`config.mk`:
```
export PLATFORM = sky130hd
export DESIGN_NAME = positional_array_list_core_flat
export DESIGN_NICKNAME = d
export VERILOG_FILES = /design/src/rtl/core/pal_pkg.sv /design/src/rtl/core/pal_in_if.sv /design/src/rtl/core/pal_out_if.sv /design/src/rtl/core/positional_array_list_core.sv /design/src/rtl/core/pal_ram.sv /design/src/rtl/core/pal_ctrl.sv /design/src/rtl/core/pal_dp.sv /design/src/flat_wrapper.sv
export SDC_FILE = /design/constraint.sdc
export NUM_CORES = 2
export LEC_CHECK = 0
export BUFFER_PORTS_ARGS = -buffer_cell sky130_fd_sc_hd__buf_2
export CAP_MARGIN = 0
export CORE_MARGIN = 2
export CORE_UTILIZATION = 56
export DETAILED_ROUTE_END_ITERATION = 6
export PLACE_DENSITY = 0.7
export SLEW_MARGIN = 25
export SYNTH_ARGS = -nofsm -noshare
export SYNTH_HDL_FRONTEND = slang
export SYNTH_SLANG_ARGS = --single-unit
```
`constraint.sdc`:
```
create_clock -name clk -period 6.57 [get_ports clk]
set_clock_uncertainty 0.1 [all_clocks]
set_input_delay 0.657 -clock clk [delete_from_list [all_inputs] [get_ports clk]]
set_output_delay 0.657 -clock clk [all_outputs]
set_load 0.01 [all_outputs]
```
`src/rtl/core/pal_pkg.sv`:
```
// Shared types and constants for the positional array list core.
// Field widths, request and status codes, controller/datapath handshake structs.
// No dependencies.
package pal_pkg;

  // Field widths of the request and result words
  localparam int ACTION_W = 2;
  localparam int POS_W    = 7;
  localparam int DATA_W   = 32;
  localparam int STATUS_W = 2;
  localparam int COUNT_W  = 7;

  // Request codes
  localparam logic [ACTION_W-1:0] ACT_INSERT = 2'd0;
  localparam logic [ACTION_W-1:0] ACT_READ   = 2'd1;
  localparam logic [ACTION_W-1:0] ACT_DELETE = 2'd2;

  // Result status codes
  localparam logic [STATUS_W-1:0] ST_DONE  = 2'd0;
  localparam logic [STATUS_W-1:0] ST_FULL  = 2'd1;
  localparam logic [STATUS_W-1:0] ST_RANGE = 2'd2;
  localparam logic [STATUS_W-1:0] ST_EMPTY = 2'd3;

  // Commands from controller to datapath
  typedef struct packed {
    logic accept;   // latch the incoming request
    logic start;    // load scan address and move count
    logic scan;     // issue one memory read and step the address
    logic put;      // write the new value at the request position
    logic finish;   // load the result registers and commit the count
  } pal_cmd_t;

  // Status from datapath to controller
  typedef struct packed {
    logic err;         // request is refused
    logic scan_empty;  // no entries to move
    logic last;        // current scan read is the final one
    logic is_insert;   // latched request is an insert
  } pal_st_t;

endpackage

```
`src/rtl/core/pal_in_if.sv`:
```
// Request channel: valid/ready handshake carrying one request word.
// Depends on pal_pkg.
interface pal_in_if;
  import pal_pkg::*;

  logic                       valid;
  logic                       ready;
  logic [ACTION_W-1:0]        action;
  logic [POS_W-1:0]           position;
  logic signed [DATA_W-1:0]   value;

  modport source (output valid, output action, output position, output value, input ready);
  modport sink   (input valid, input action, input position, input value, output ready);
endinterface

```
`src/rtl/core/pal_out_if.sv`:
```
// Result channel: valid/ready handshake carrying one result word.
// Depends on pal_pkg.
interface pal_out_if;
  import pal_pkg::*;

  logic                       valid;
  logic                       ready;
  logic [STATUS_W-1:0]        status;
  logic signed [DATA_W-1:0]   data_out;
  logic [COUNT_W-1:0]         count;

  modport source (output valid, output status, output data_out, output count, input ready);
  modport sink   (input valid, input status, input data_out, input count, output ready);
endinterface

```
`src/rtl/core/positional_array_list_core.sv`:
```
// Positional array list: a bounded ordered list of signed 32-bit words with
// insert, read and delete at a position. One request is handled at a time: a
// refused request skips the entry memory, a read fetches one word, a delete
// shifts the entries after the position down and an insert shifts the entries
// from the position up before it writes the new word. The entry memory has one
// read and one write port and moves one entry per cycle when later entries are
// shifted. The result sits in an output register; a new request is taken once
// the previous one has been loaded there, and a result still waiting on the
// output stalls the request in flight. Reset empties the list at once; the
// memory needs no clearing pass.
// Depends on pal_pkg, pal_in_if, pal_out_if, pal_ram, pal_ctrl and pal_dp.
module positional_array_list_core #(
  parameter int CAPACITY = 64
) (
  input  logic             clk,
  input  logic             rst_n,
  pal_in_if.sink           in_ch,
  pal_out_if.source        out_ch
);
  import pal_pkg::*;

  pal_cmd_t cmd;
  pal_st_t  st;
  logic     in_ready;
  logic     out_valid;

  assign in_ch.ready  = in_ready;
  assign out_ch.valid = out_valid;

  pal_ctrl u_ctrl (
    .clk       (clk),
    .rst_n     (rst_n),
    .in_valid  (in_ch.valid),
    .in_ready  (in_ready),
    .out_valid (out_valid),
    .out_ready (out_ch.ready),
    .st        (st),
    .cmd       (cmd)
  );

  pal_dp #(
    .CAPACITY (CAPACITY)
  ) u_dp (
    .clk      (clk),
    .rst_n    (rst_n),
    .cmd      (cmd),
    .st       (st),
    .action   (in_ch.action),
    .position (in_ch.position),
    .value    (in_ch.value),
    .status   (out_ch.status),
    .data_out (out_ch.data_out),
    .count    (out_ch.count)
  );

  // One request in flight: no second word right after acceptance
  a_one_in_flight: assert property (@(posedge clk) disable iff (!rst_n)
    in_ch.valid && in_ch.ready |=> !in_ch.ready)
    else $error("request accepted while another is in flight");

  // Controller issues at most one datapath command per cycle
  a_cmd_onehot: assert property (@(posedge clk) disable iff (!rst_n)
    $onehot0({cmd.start, cmd.scan, cmd.put, cmd.finish}))
    else $error("conflicting datapath commands");

  // A finished request always shows up on the result port
  a_finish_valid: assert property (@(posedge clk) disable iff (!rst_n)
    cmd.finish |=> out_ch.valid)
    else $error("result not presented after finish");

  // Full refusal only when the list holds CAPACITY entries
  a_full_count: assert property (@(posedge clk) disable iff (!rst_n)
    out_ch.valid && out_ch.status == ST_FULL |-> out_ch.count == COUNT_W'(CAPACITY))
    else $error("full status with wrong count");

  // Empty refusal only on an empty list
  a_empty_count: assert property (@(posedge clk) disable iff (!rst_n)
    out_ch.valid && out_ch.status == ST_EMPTY |-> out_ch.count == '0)
    else $error("empty status with nonzero count");

endmodule

```
`src/rtl/core/pal_ram.sv`:
```
// Generic simple dual-port RAM: one write port, one read port, registered read.
// No dependencies.
module pal_ram #(
  parameter int WIDTH = 32,
  parameter int DEPTH = 64
) (
  input  logic                     clk,
  input  logic                     we,
  input  logic [$clog2(DEPTH)-1:0] waddr,
  input  logic [WIDTH-1:0]         wdata,
  input  logic                     re,
  input  logic [$clog2(DEPTH)-1:0] raddr,
  output logic [WIDTH-1:0]         rdata
);

  logic [WIDTH-1:0] mem [DEPTH];

  always_ff @(posedge clk) begin
    if (we) begin
      mem[waddr] <= wdata;
    end
    if (re) begin
      rdata <= mem[raddr];
    end
  end

endmodule

```
`src/rtl/core/pal_ctrl.sv`:
```
// Sequencing state machine for the list core: accept, check, move, put, respond.
// Depends on pal_pkg for the command and status structs.
module pal_ctrl (
  input  logic              clk,
  input  logic              rst_n,
  input  logic              in_valid,
  output logic              in_ready,
  output logic              out_valid,
  input  logic              out_ready,
  input  pal_pkg::pal_st_t  st,
  output pal_pkg::pal_cmd_t cmd
);
  import pal_pkg::*;

  typedef enum logic [5:0] {
    S_IDLE   = 6'b000001,
    S_CHECK  = 6'b000010,
    S_SCAN   = 6'b000100,
    S_DRAIN  = 6'b001000,
    S_PUT    = 6'b010000,
    S_FINISH = 6'b100000
  } state_t;

  state_t state_r, state_nxt;
  logic   out_valid_r, out_valid_nxt;

  assign in_ready  = (state_r == S_IDLE);
  assign out_valid = out_valid_r;

  // Next state and commands
  always_comb begin
    state_nxt  = state_r;
    cmd        = '0;
    cmd.accept = in_valid && (state_r == S_IDLE);
    unique case (state_r)
      S_IDLE: begin
        if (in_valid) state_nxt = S_CHECK;
      end
      S_CHECK: begin
        cmd.start = 1'b1;
        if (st.err)             state_nxt = S_FINISH;
        else if (st.scan_empty) state_nxt = S_PUT;
        else                    state_nxt = S_SCAN;
      end
      S_SCAN: begin
        cmd.scan = 1'b1;
        if (st.last) state_nxt = S_DRAIN;
      end
      S_DRAIN: begin
        // last read word is written back or captured this cycle
        state_nxt = st.is_insert ? S_PUT : S_FINISH;
      end
      S_PUT: begin
        cmd.put   = 1'b1;
        state_nxt = S_FINISH;
      end
      S_FINISH: begin
        // wait for the result slot to free up
        if (!out_valid_r || out_ready) begin
          cmd.finish = 1'b1;
          state_nxt  = S_IDLE;
        end
      end
      default: state_nxt = S_IDLE;
    endcase
  end

  // Result valid flag
  always_comb begin
    out_valid_nxt = out_valid_r && !out_ready;
    if (cmd.finish) out_valid_nxt = 1'b1;
  end

  always_ff @(posedge clk) begin
    if (!rst_n) begin
      state_r     <= S_IDLE;
      out_valid_r <= 1'b0;
    end else begin
      state_r     <= state_nxt;
      out_valid_r <= out_valid_nxt;
    end
  end

endmodule

```
`src/rtl/core/pal_dp.sv`:
```
// Datapath of the list core: request registers, entry count, scan address,
// entry memory and result registers. Depends on pal_pkg and pal_ram.
module pal_dp #(
  parameter int CAPACITY = 64
) (
  input  logic                            clk,
  input  logic                            rst_n,
  input  pal_pkg::pal_cmd_t               cmd,
  output pal_pkg::pal_st_t                st,
  input  logic [pal_pkg::ACTION_W-1:0]    action,
  input  logic [pal_pkg::POS_W-1:0]       position,
  input  logic signed [pal_pkg::DATA_W-1:0] value,
  output logic [pal_pkg::STATUS_W-1:0]    status,
  output logic signed [pal_pkg::DATA_W-1:0] data_out,
  output logic [pal_pkg::COUNT_W-1:0]     count
);
  import pal_pkg::*;

  localparam int AW   = $clog2(CAPACITY);
  localparam int CW   = $clog2(CAPACITY + 1);
  localparam int CMPW = (CW > POS_W) ? CW : POS_W;

  // Request registers
  logic [ACTION_W-1:0] act_r;
  logic [POS_W-1:0]    pos_r;
  logic [DATA_W-1:0]   val_r;

  // Control state
  logic [CW-1:0] count_r, count_nxt;
  logic [AW-1:0] addr_r, addr_nxt;
  logic [CW-1:0] rem_r, rem_nxt;
  logic          pend_r;
  logic [AW-1:0] pend_addr_r;

  // Captured and result words
  logic [DATA_W-1:0]   got_r;
  logic [STATUS_W-1:0] status_r;
  logic [DATA_W-1:0]   data_r;
  logic [COUNT_W-1:0]  count_out_r;

  logic [CMPW-1:0]     c_ext, p_ext;
  logic [CW-1:0]       moves;
  logic [STATUS_W-1:0] code;
  logic                is_insert, is_read, is_delete;
  logic [AW-1:0]       pos_a;
  logic                pend_is_pos;

  logic              ram_we;
  logic [AW-1:0]     ram_waddr;
  logic [DATA_W-1:0] ram_wdata;
  logic [DATA_W-1:0] ram_rdata;

  assign is_insert = (act_r == ACT_INSERT);
  assign is_read   = (act_r == ACT_READ);
  assign is_delete = (act_r == ACT_DELETE);
  assign c_ext     = CMPW'(count_r);
  assign p_ext     = CMPW'(pos_r);
  assign pos_a     = AW'(pos_r);
  assign moves     = is_read ? CW'(1) : CW'(c_ext - p_ext);

  // Request check: full and empty are tested before the position
  always_comb begin
    unique case (act_r)
      ACT_INSERT: begin
        if (count_r == CW'(CAPACITY)) code = ST_FULL;
        else if (p_ext > c_ext)       code = ST_RANGE;
        else                          code = ST_DONE;
      end
      ACT_READ: begin
        code = (p_ext >= c_ext) ? ST_RANGE : ST_DONE;
      end
      ACT_DELETE: begin
        if (count_r == '0)       code = ST_EMPTY;
        else if (p_ext >= c_ext) code = ST_RANGE;
        else                     code = ST_DONE;
      end
      default: code = ST_RANGE;
    endcase
  end

  assign st.err        = (code != ST_DONE);
  assign st.scan_empty = (moves == '0);
  assign st.last       = (rem_r == CW'(1));
  assign st.is_insert  = is_insert;

  // Scan address and move count: insert walks down, read and delete walk up
  always_comb begin
    addr_nxt = addr_r;
    rem_nxt  = rem_r;
    if (cmd.start) begin
      addr_nxt = is_insert ? AW'(count_r - CW'(1)) : pos_a;
      rem_nxt  = moves;
    end else if (cmd.scan) begin
      addr_nxt = is_insert ? addr_r - AW'(1) : addr_r + AW'(1);
      rem_nxt  = rem_r - CW'(1);
    end
  end

  // Write port: put of the new word, or move of the word read last cycle
  assign pend_is_pos = (pend_addr_r == pos_a);
  always_comb begin
    ram_we    = 1'b0;
    ram_waddr = pend_addr_r - AW'(1);
    ram_wdata = ram_rdata;
    if (cmd.put) begin
      ram_we    = 1'b1;
      ram_waddr = pos_a;
      ram_wdata = val_r;
    end else if (pend_r && is_insert) begin
      ram_we    = 1'b1;
      ram_waddr = pend_addr_r + AW'(1);
    end else if (pend_r && is_delete && !pend_is_pos) begin
      ram_we    = 1'b1;
    end
  end

  // Count after the request
  always_comb begin
    count_nxt = count_r;
    if (code == ST_DONE && is_insert) count_nxt = count_r + CW'(1);
    if (code == ST_DONE && is_delete) count_nxt = count_r - CW'(1);
  end

  pal_ram #(
    .WIDTH (DATA_W),
    .DEPTH (CAPACITY)
  ) u_ram (
    .clk   (clk),
    .we    (ram_we),
    .waddr (ram_waddr),
    .wdata (ram_wdata),
    .re    (cmd.scan),
    .raddr (addr_r),
    .rdata (ram_rdata)
  );

  // Control registers
  always_ff @(posedge clk) begin
    if (!rst_n) begin
      count_r <= '0;
      pend_r  <= 1'b0;
    end else begin
      pend_r <= cmd.scan;
      if (cmd.finish) count_r <= count_nxt;
    end
  end

  // Payload registers
  always_ff @(posedge clk) begin
    if (cmd.accept) begin
      act_r <= action;
      pos_r <= position;
      val_r <= value;
    end
    addr_r <= addr_nxt;
    rem_r  <= rem_nxt;
    if (cmd.scan) pend_addr_r <= addr_r;
    // the word at the request position is the one returned
    if (pend_r && (is_read || (is_delete && pend_is_pos))) got_r <= ram_rdata;
    if (cmd.finish) begin
      status_r    <= code;
      data_r      <= (code == ST_DONE && (is_read || is_delete)) ? got_r : '0;
      count_out_r <= COUNT_W'(count_nxt);
    end
  end

  assign status   = status_r;
  assign data_out = data_r;
  assign count    = count_out_r;

endmodule

```
`src/flat_wrapper.sv`:
```
// flat-port wrapper written by rule: the top's interface ports become plain ports
module positional_array_list_core_flat import pal_pkg::*;
#(
  parameter int CAPACITY = 64
)
  (clk, rst_n, in_ch_valid, in_ch_action, in_ch_position, in_ch_value, in_ch_ready, out_ch_valid, out_ch_status, out_ch_data_out, out_ch_count, out_ch_ready);
  pal_in_if in_ch_i ();
  pal_out_if out_ch_i ();
  input  logic clk;
  input  logic rst_n;
  input wire logic [$bits(in_ch_i.valid)-1:0] in_ch_valid;
  input wire logic [$bits(in_ch_i.action)-1:0] in_ch_action;
  input wire logic [$bits(in_ch_i.position)-1:0] in_ch_position;
  input wire logic [$bits(in_ch_i.value)-1:0] in_ch_value;
  output wire logic [$bits(in_ch_i.ready)-1:0] in_ch_ready;
  output wire logic [$bits(out_ch_i.valid)-1:0] out_ch_valid;
  output wire logic [$bits(out_ch_i.status)-1:0] out_ch_status;
  output wire logic [$bits(out_ch_i.data_out)-1:0] out_ch_data_out;
  output wire logic [$bits(out_ch_i.count)-1:0] out_ch_count;
  input wire logic [$bits(out_ch_i.ready)-1:0] out_ch_ready;
  assign in_ch_i.valid = in_ch_valid;
  assign in_ch_i.action = in_ch_action;
  assign in_ch_i.position = in_ch_position;
  assign in_ch_i.value = in_ch_value;
  assign in_ch_ready = in_ch_i.ready;
  assign out_ch_valid = out_ch_i.valid;
  assign out_ch_status = out_ch_i.status;
  assign out_ch_data_out = out_ch_i.data_out;
  assign out_ch_count = out_ch_i.count;
  assign out_ch_i.ready = out_ch_ready;
  positional_array_list_core #(.CAPACITY(CAPACITY)) u_core (.clk(clk), .rst_n(rst_n), .in_ch(in_ch_i), .out_ch(out_ch_i));
endmodule
```
# Word level (Yosys, flattened, before mapping)
# Memories as Yosys holds them, arrays and structs flattened. A register that Yosys moved wholly into a read port is not among the register bits.
# Index checks and enable logic that the tools add are counted.
# totals
ff_bits,148
latch_bits,0
ramBits,2048
romBits,0
inputBits,45
output_inout_bits,43
word_cells,97
mem_count,1
# memory_table
name,depth,word_bits,read_ports,rd_ports_with_merged_regs,write_ports,line,rtl
u_core.u_dp.u_ram.mem,64,32,1,1,1,pal_ram.sv:16,logic [WIDTH-1:0] mem [DEPTH];
# classes
addsub,8
mul,0
n_div,0
magnitude_cmp,2
eq_ne,14
n_shift,0
n_mux,35
bitwise_logic,0
reduce_logical,23
# ops
cell,count
$mux 6,11
$pmux 6 s6,1
$mux 7,5
$mux 32,1
$logic_not 7->1,2
$sub 7x1->7 const B,2
$add 6x1->6 const B,2
$sub 6x1->6 const B,2
$mux 1,11
$logic_and 1x1->1,10
$mux 2,4
$add 7x1->7 const B,1
$eq 7x1->1 const B,1
$eq 7x7->1 const B,1
$ge 7x7->1,1
$gt 7x7->1,1
$sub 7x7->7,1
$eq 6x1->1 const B,1
$eq 6x2->1 const B,1
$eq 6x3->1 const B,1
$eq 6x4->1 const B,1
$eq 6x5->1 const B,1
$eq 6x6->1,1
$eq 6x6->1 const B,1
other kinds (11),18

# Depth between registers and ports, before layout
# depth
depth_word,8
ltp_mapped,13
mapped_depth_nobuf,12

# Modules after synthesis
# Synthesis repeated with hierarchy kept, for this count alone.
# unflattened
cells_unflattened,3879
hier_area_um2,86050.0
# modules_own_cells
mod,instances,cells_per_inst,area_each_um2,seq_area_each_um2
pal_ram,1,3324,78835.6,62459.9
pal_dp,1,505,6797.8,4154.0
pal_ctrl,1,50,416.6,140.1

# Worst setup path before layout
# No wires, ideal clock.
# synth_path
path_type,register to register
start,register u_core.u_ctrl.state_r[3]
end,register u_core.u_ctrl.state_r[0]
setup_ns,0.129
t_arrival_ns,4.427
required_time_ns,6.341
slack_ns,1.914
path_stages_with_launch,8
path_buffers,0
synth_period_minus_slack_ns,4.656
cell_sequence,dfxtp_1 -> nor2_1 -> nand2_1 -> nor3b_1 -> nand2b_1 -> o22ai_1 -> nand3_1 -> nand2_1
# synth_via
elab_chain_cells,3
elab_cells_between_ends,11
classes_between,9 x eq/ne; 1 x mux; 1 x reduce/logical
# synth_rtl
item,line,rtl
start: declaration,pal_ctrl.sv:24,"state_t state_r, state_nxt;"
start signal: assignment,pal_ctrl.sv:79,state_r <= state_nxt;
$eq 6x3->1 (tied with other cells),pal_ctrl.sv:35,unique case (state_r)
$ne 2x1->1 (no line) / $ne 2x2->1 (equally long branches),-,
$reduce_and 3->1 (no line),-,
# Several ways; a longest one is shown, not always the timed one.
# A chain may end at the register's enable or synchronous reset.

# Worst setup path after layout
# layout_path
start,register u_core.u_dp.act_r[0]
end,memory u_core.u_dp.u_ram.mem[54][19] (enable)
# layout_via
elab_chain_cells,8
elab_cells_between_ends,12
classes_between,1 x eq/ne; 7 x mux; 4 x reduce/logical
# layout_rtl
item,line,rtl
start: declaration,pal_dp.sv:24,logic [ACTION_W-1:0] act_r;
start signal: assignment,pal_dp.sv:151,act_r <= action;
$eq 2x2->1,pal_dp.sv:55,assign is_delete = (act_r == ACT_DELETE);
$logic_and 1x1->1 (2 in a row),pal_dp.sv:112,end else if (pend_r && is_delete && !pend_is_pos) begin
$mux 1,pal_dp.sv:112,
$mux 1,pal_dp.sv:109,end else if (pend_r && is_insert) begin
$mux 1,pal_dp.sv:105,if (cmd.put) begin
$mux 1,pal_ram.sv:19,if (we) begin
$mux 1 (not written as such),pal_ram.sv:20,mem[waddr] <= wdata;
end: declaration,pal_ram.sv:16,
# Several ways; a longest one is shown, not always the timed one.

==> results.md <==
- Largest net degree at the start of global routing: 131
- Warnings from Yosys: 0
- Worst-path clk slew: 0.07 ns
- Critical path startpoint: u_core.u_dp.act_r[0]$_DFFE_PP_
- CTS root buf: clkbuf_16
- Syn_nets: 3777
- Layout Area Growth over Synthesis: 14.1%
- Max-cap violations: 0
- Tmin final: 4.77 ns
- Vias in the first global route: 39500
- H-tree depth: 4
- Register bit total from synthesis: 2228
- Top-count cell post-synth: edfxtp_1
- Met2 wire length: 98200 um
- Overflow after GRT: 0
- Port Buffer Count: 87
- Starting Density: 56.4%
- Async SR Flop Fraction: 0%
- Post-Syn Area: 85800 um2
- Min Hold Slack: 0.0997 ns
- Final setup TNS: 0 ns
- DRC: 0
- First DRT Iteration DRCs: 6384
- Vias per inst: 6.63
- Most area-consuming cells after synthesis: edfxtp_1 (77%), mux4_2 (17%), nand2_1 (0.72%)
- Reg2Reg Depth: 13
- Final critical-path share of the clock period: 72.6%
- Tot GR Track Use: 27.6%
- TritonCTS clock tree: built
- Crit start category: flip-flop
- Max_slew headroom: 26.5%
- Longest Clk Path Bufs: 3
- Sequential fraction of the synthesis area: 77.8%
- CTS sink count: 2228
- Worst EP arrival: 5.21 ns
- Layout Cells excl Fill: 6170
- Post-CTS Setup Bufs: 0
- Critical setup path kind: flip-flop to flip-flop
- First-pass GRT wire length: 302000 um
- Cells after Synth: 3705
- Post-Route M1 WL: 85600 um
- Worst-Margin Slew: 1.10 ns
- PD cells: 298 nW/um2
- Leak: 30.6 nW
- Initial antenna violation count: 14
- RSZ-0062 raised after global routing: no
- Outcome: complete, no violations
- Placed instance count: 5703
- Synth unique cells: 59
- Setup crit end kind: flip-flop
- Fmax: 0.210 GHz
- Final Hold Fails: 0
- Site row count: 143
- Critical path peak fanout: 28
- R2R Setup Slk: 1.80 ns
- Final core utilization: 64.4%
- DRT Pass-1 Iters: 6
- Routed WL: 214000 um
- Uppermost layer routed: met5
- Layout cells sized above 1: 30.2%
- Total CTS buffers: 212
- Top Ports: 88
- Die area: 156000 um2
- Most used flip-flop cell after synthesis: edfxtp_1
- Reg2Reg Capture Point: u_core.u_dp.u_ram.mem[54][19]$_DFFE_PP_
- Final setup viols: 0
- Vias post-DR: 40900
- Post-synth EDFFs: 2213
- Critical R2R Launch: u_core.u_dp.act_r[0]$_DFFE_PP_
- Antenna Violating Nets Remaining: 0
- Average wire per standard cell: 34.6 um
- Final instance area: 97900 um2
- Nets@finish: 4036
- Final GP Congestion: 0.870
- Die Span X: 395 um
- Height of the die: 395 um
- CP endpoint: u_core.u_dp.u_ram.mem[54][19]$_DFFE_PP_
- Met3 WL: 23400 um
- Core area: 152000 um2
- Pins Over Slew Limit: 0
- Post-synth top area share: 77.4%
- Synth Area per Inst: 23.2 um2
- Hold crit path type: input port to flip-flop
- Hpwl dp: 126000 um
- Cell Area, Placed: 90000 um2
- Peak VDD IR: 0.281 mV
- Worst-Skew Late Latency: 0.85 ns
- Synth cell count leaders: edfxtp_1 (2213), mux4_2 (640), nand2_1 (165), clkbuf_1 (108), nor2_1 (92)
- Req. time, crit path: 7.01 ns
- Cell taking the most area after synthesis: edfxtp_1
[per-layer routing]
| layer | up-vias | global-route usage (%) |
|---|---|---|
| met1 | 21800 | 42.6 |
| li1 | 16300 | - |
| met2 | 2515 | 40.6 |
| met4 | 4 | 8.13 |
| met5 | - | 0 |
| met3 | 299 | 5.61 |
[cell usage in the layout, fill, tap and decap left out, types with 23 or more instances in the layout]
master and count:
clkbuf_1 55, edfxtp_1 2213, nor2_4 65, clkbuf_16 218, and3_1 36, buf_4 30
a22oi_1 37, clkinv_2 31, nand2_4 29, a21oi_1 24, inv_1 23, ha_1 24
clkinv_1 40, buf_2 87, dlygate4sd3_1 43, mux4_2 640, buf_12 44, nor2_1 26
o21ai_0 28, nand2_1 133, buf_16 35
[area by class of cell]
type	count	area [um2]
multi-input cells	1258	18800
well taps	2030	2540
flip-flops and latches	2228	66800
clock inverters	103	888
inverters	23	86.3
fillers	9653	54200
repair buffers	241	2970
diodes	2	5.00
clock buffers	285	5830
[registers in the layout (all words and copies together), names as in the netlist]
name / cells
u_core.u_dp.rem_r: 7
u_core.u_dp.p_ext: 7
u_core.u_dp.count: 7
u_core.u_ctrl.out_valid: 1
u_core.u_dp.val_r: 32
u_core.u_dp.pend_addr_r: 6
u_core.u_dp.u_ram.mem: 2048
u_core.u_dp.got_r: 32
u_core.u_dp.addr_r: 6
u_core.u_dp.act_r: 2
u_core.u_ctrl.state_r: 6
u_core.u_dp.u_ram.rdata: 32
u_core.u_dp.status: 2
u_core.u_dp.c_ext: 7
u_core.u_dp.data_out: 32
u_core.u_dp.pend_r: 1
[critical path: stages, from the launching register on]
cell and delay, ns:
edfxtp_1 0.43, inv_1 0.11, ha_1 0.14, buf_4 0.29, nand2_1 0.27, ha_1 0.41
nor2b_1 0.20, o21ai_0 0.11, nand2b_1 0.11, xor2_1 0.32, a31o_2 0.24, nand2_1 0.44
nor2_4 0.94, buf_4 0.31
[stage by stage]
stage | total power, mW | worst slack [ns]
floorplan | 16.9 | 1.91
global placement | 17.5 | 1.82
detailed placement | 17.6 | 1.80
CTS | 29.3 | 1.75
global route | 29.9 | 1.57
finish | 29.1 | 1.80
[where the power goes]
part | switching, mW | leakage [nW] | internal, mW
Combinational | 1.02 | 7.31 | 0.715
Clock | 5.14 | 3.28 | 6.71
Sequential | 0.0532 | 20.0 | 15.5
Total | 6.21 | 30.6 | 22.9
[timing repair]
| action | 4_1_cts | 5_1_grt |
|---|---|---|
| endpoints found under the hold margin | 43 | 0 |
| gates resized for setup | 0 | 0 |
| hold buffers | 43 | 0 |
[logic make-up (layout without fill, tap and decap cells)]
logic type / after synthesis / after routing / synth area share (%)
AO/OA/AOI/OAI: 138 / 138 / 1.07
XOR/XNOR: 32 / 32 / 0.327
adder cells (fa/ha/maj): 27 / 27 / 0.420
buffers and inverters: 219 / 652 / 1.13
flip-flops: 2228 / 2228 / 77.8
multiplexers: 668 / 668 / 17.1
other: 0 / 2 / 0
AND/OR/NAND/NOR: 393 / 393 / 2.12
[how the worst min path moves through the flow]
stage	slack, ns	cells past startpoint	end	from
after CTS	0.05	4	u_core.u_ctrl.state_r[0]$_SDFFE_PN1P_	in_ch_valid
after global routing	0.09	4	u_core.u_ctrl.state_r[0]$_SDFFE_PN1P_	in_ch_valid
after detailed placement	0.33	0	u_core.u_dp.got_r[4]$_DFFE_PP_	u_core.u_dp.u_ram.rdata[4]$_DFFE_PP_
after global placement	0.33	0	u_core.u_dp.got_r[3]$_DFFE_PP_	u_core.u_dp.u_ram.rdata[3]$_DFFE_PP_
after floorplan	0.32	0	u_core.u_dp.pend_addr_r[5]$_DFFE_PP_	u_core.u_dp.addr_r[5]$_DFFE_PP_
final	0.1	4	u_core.u_ctrl.state_r[0]$_SDFFE_PN1P_	in_ch_valid
No activity file was read; power rests on OpenSTA's default activity.
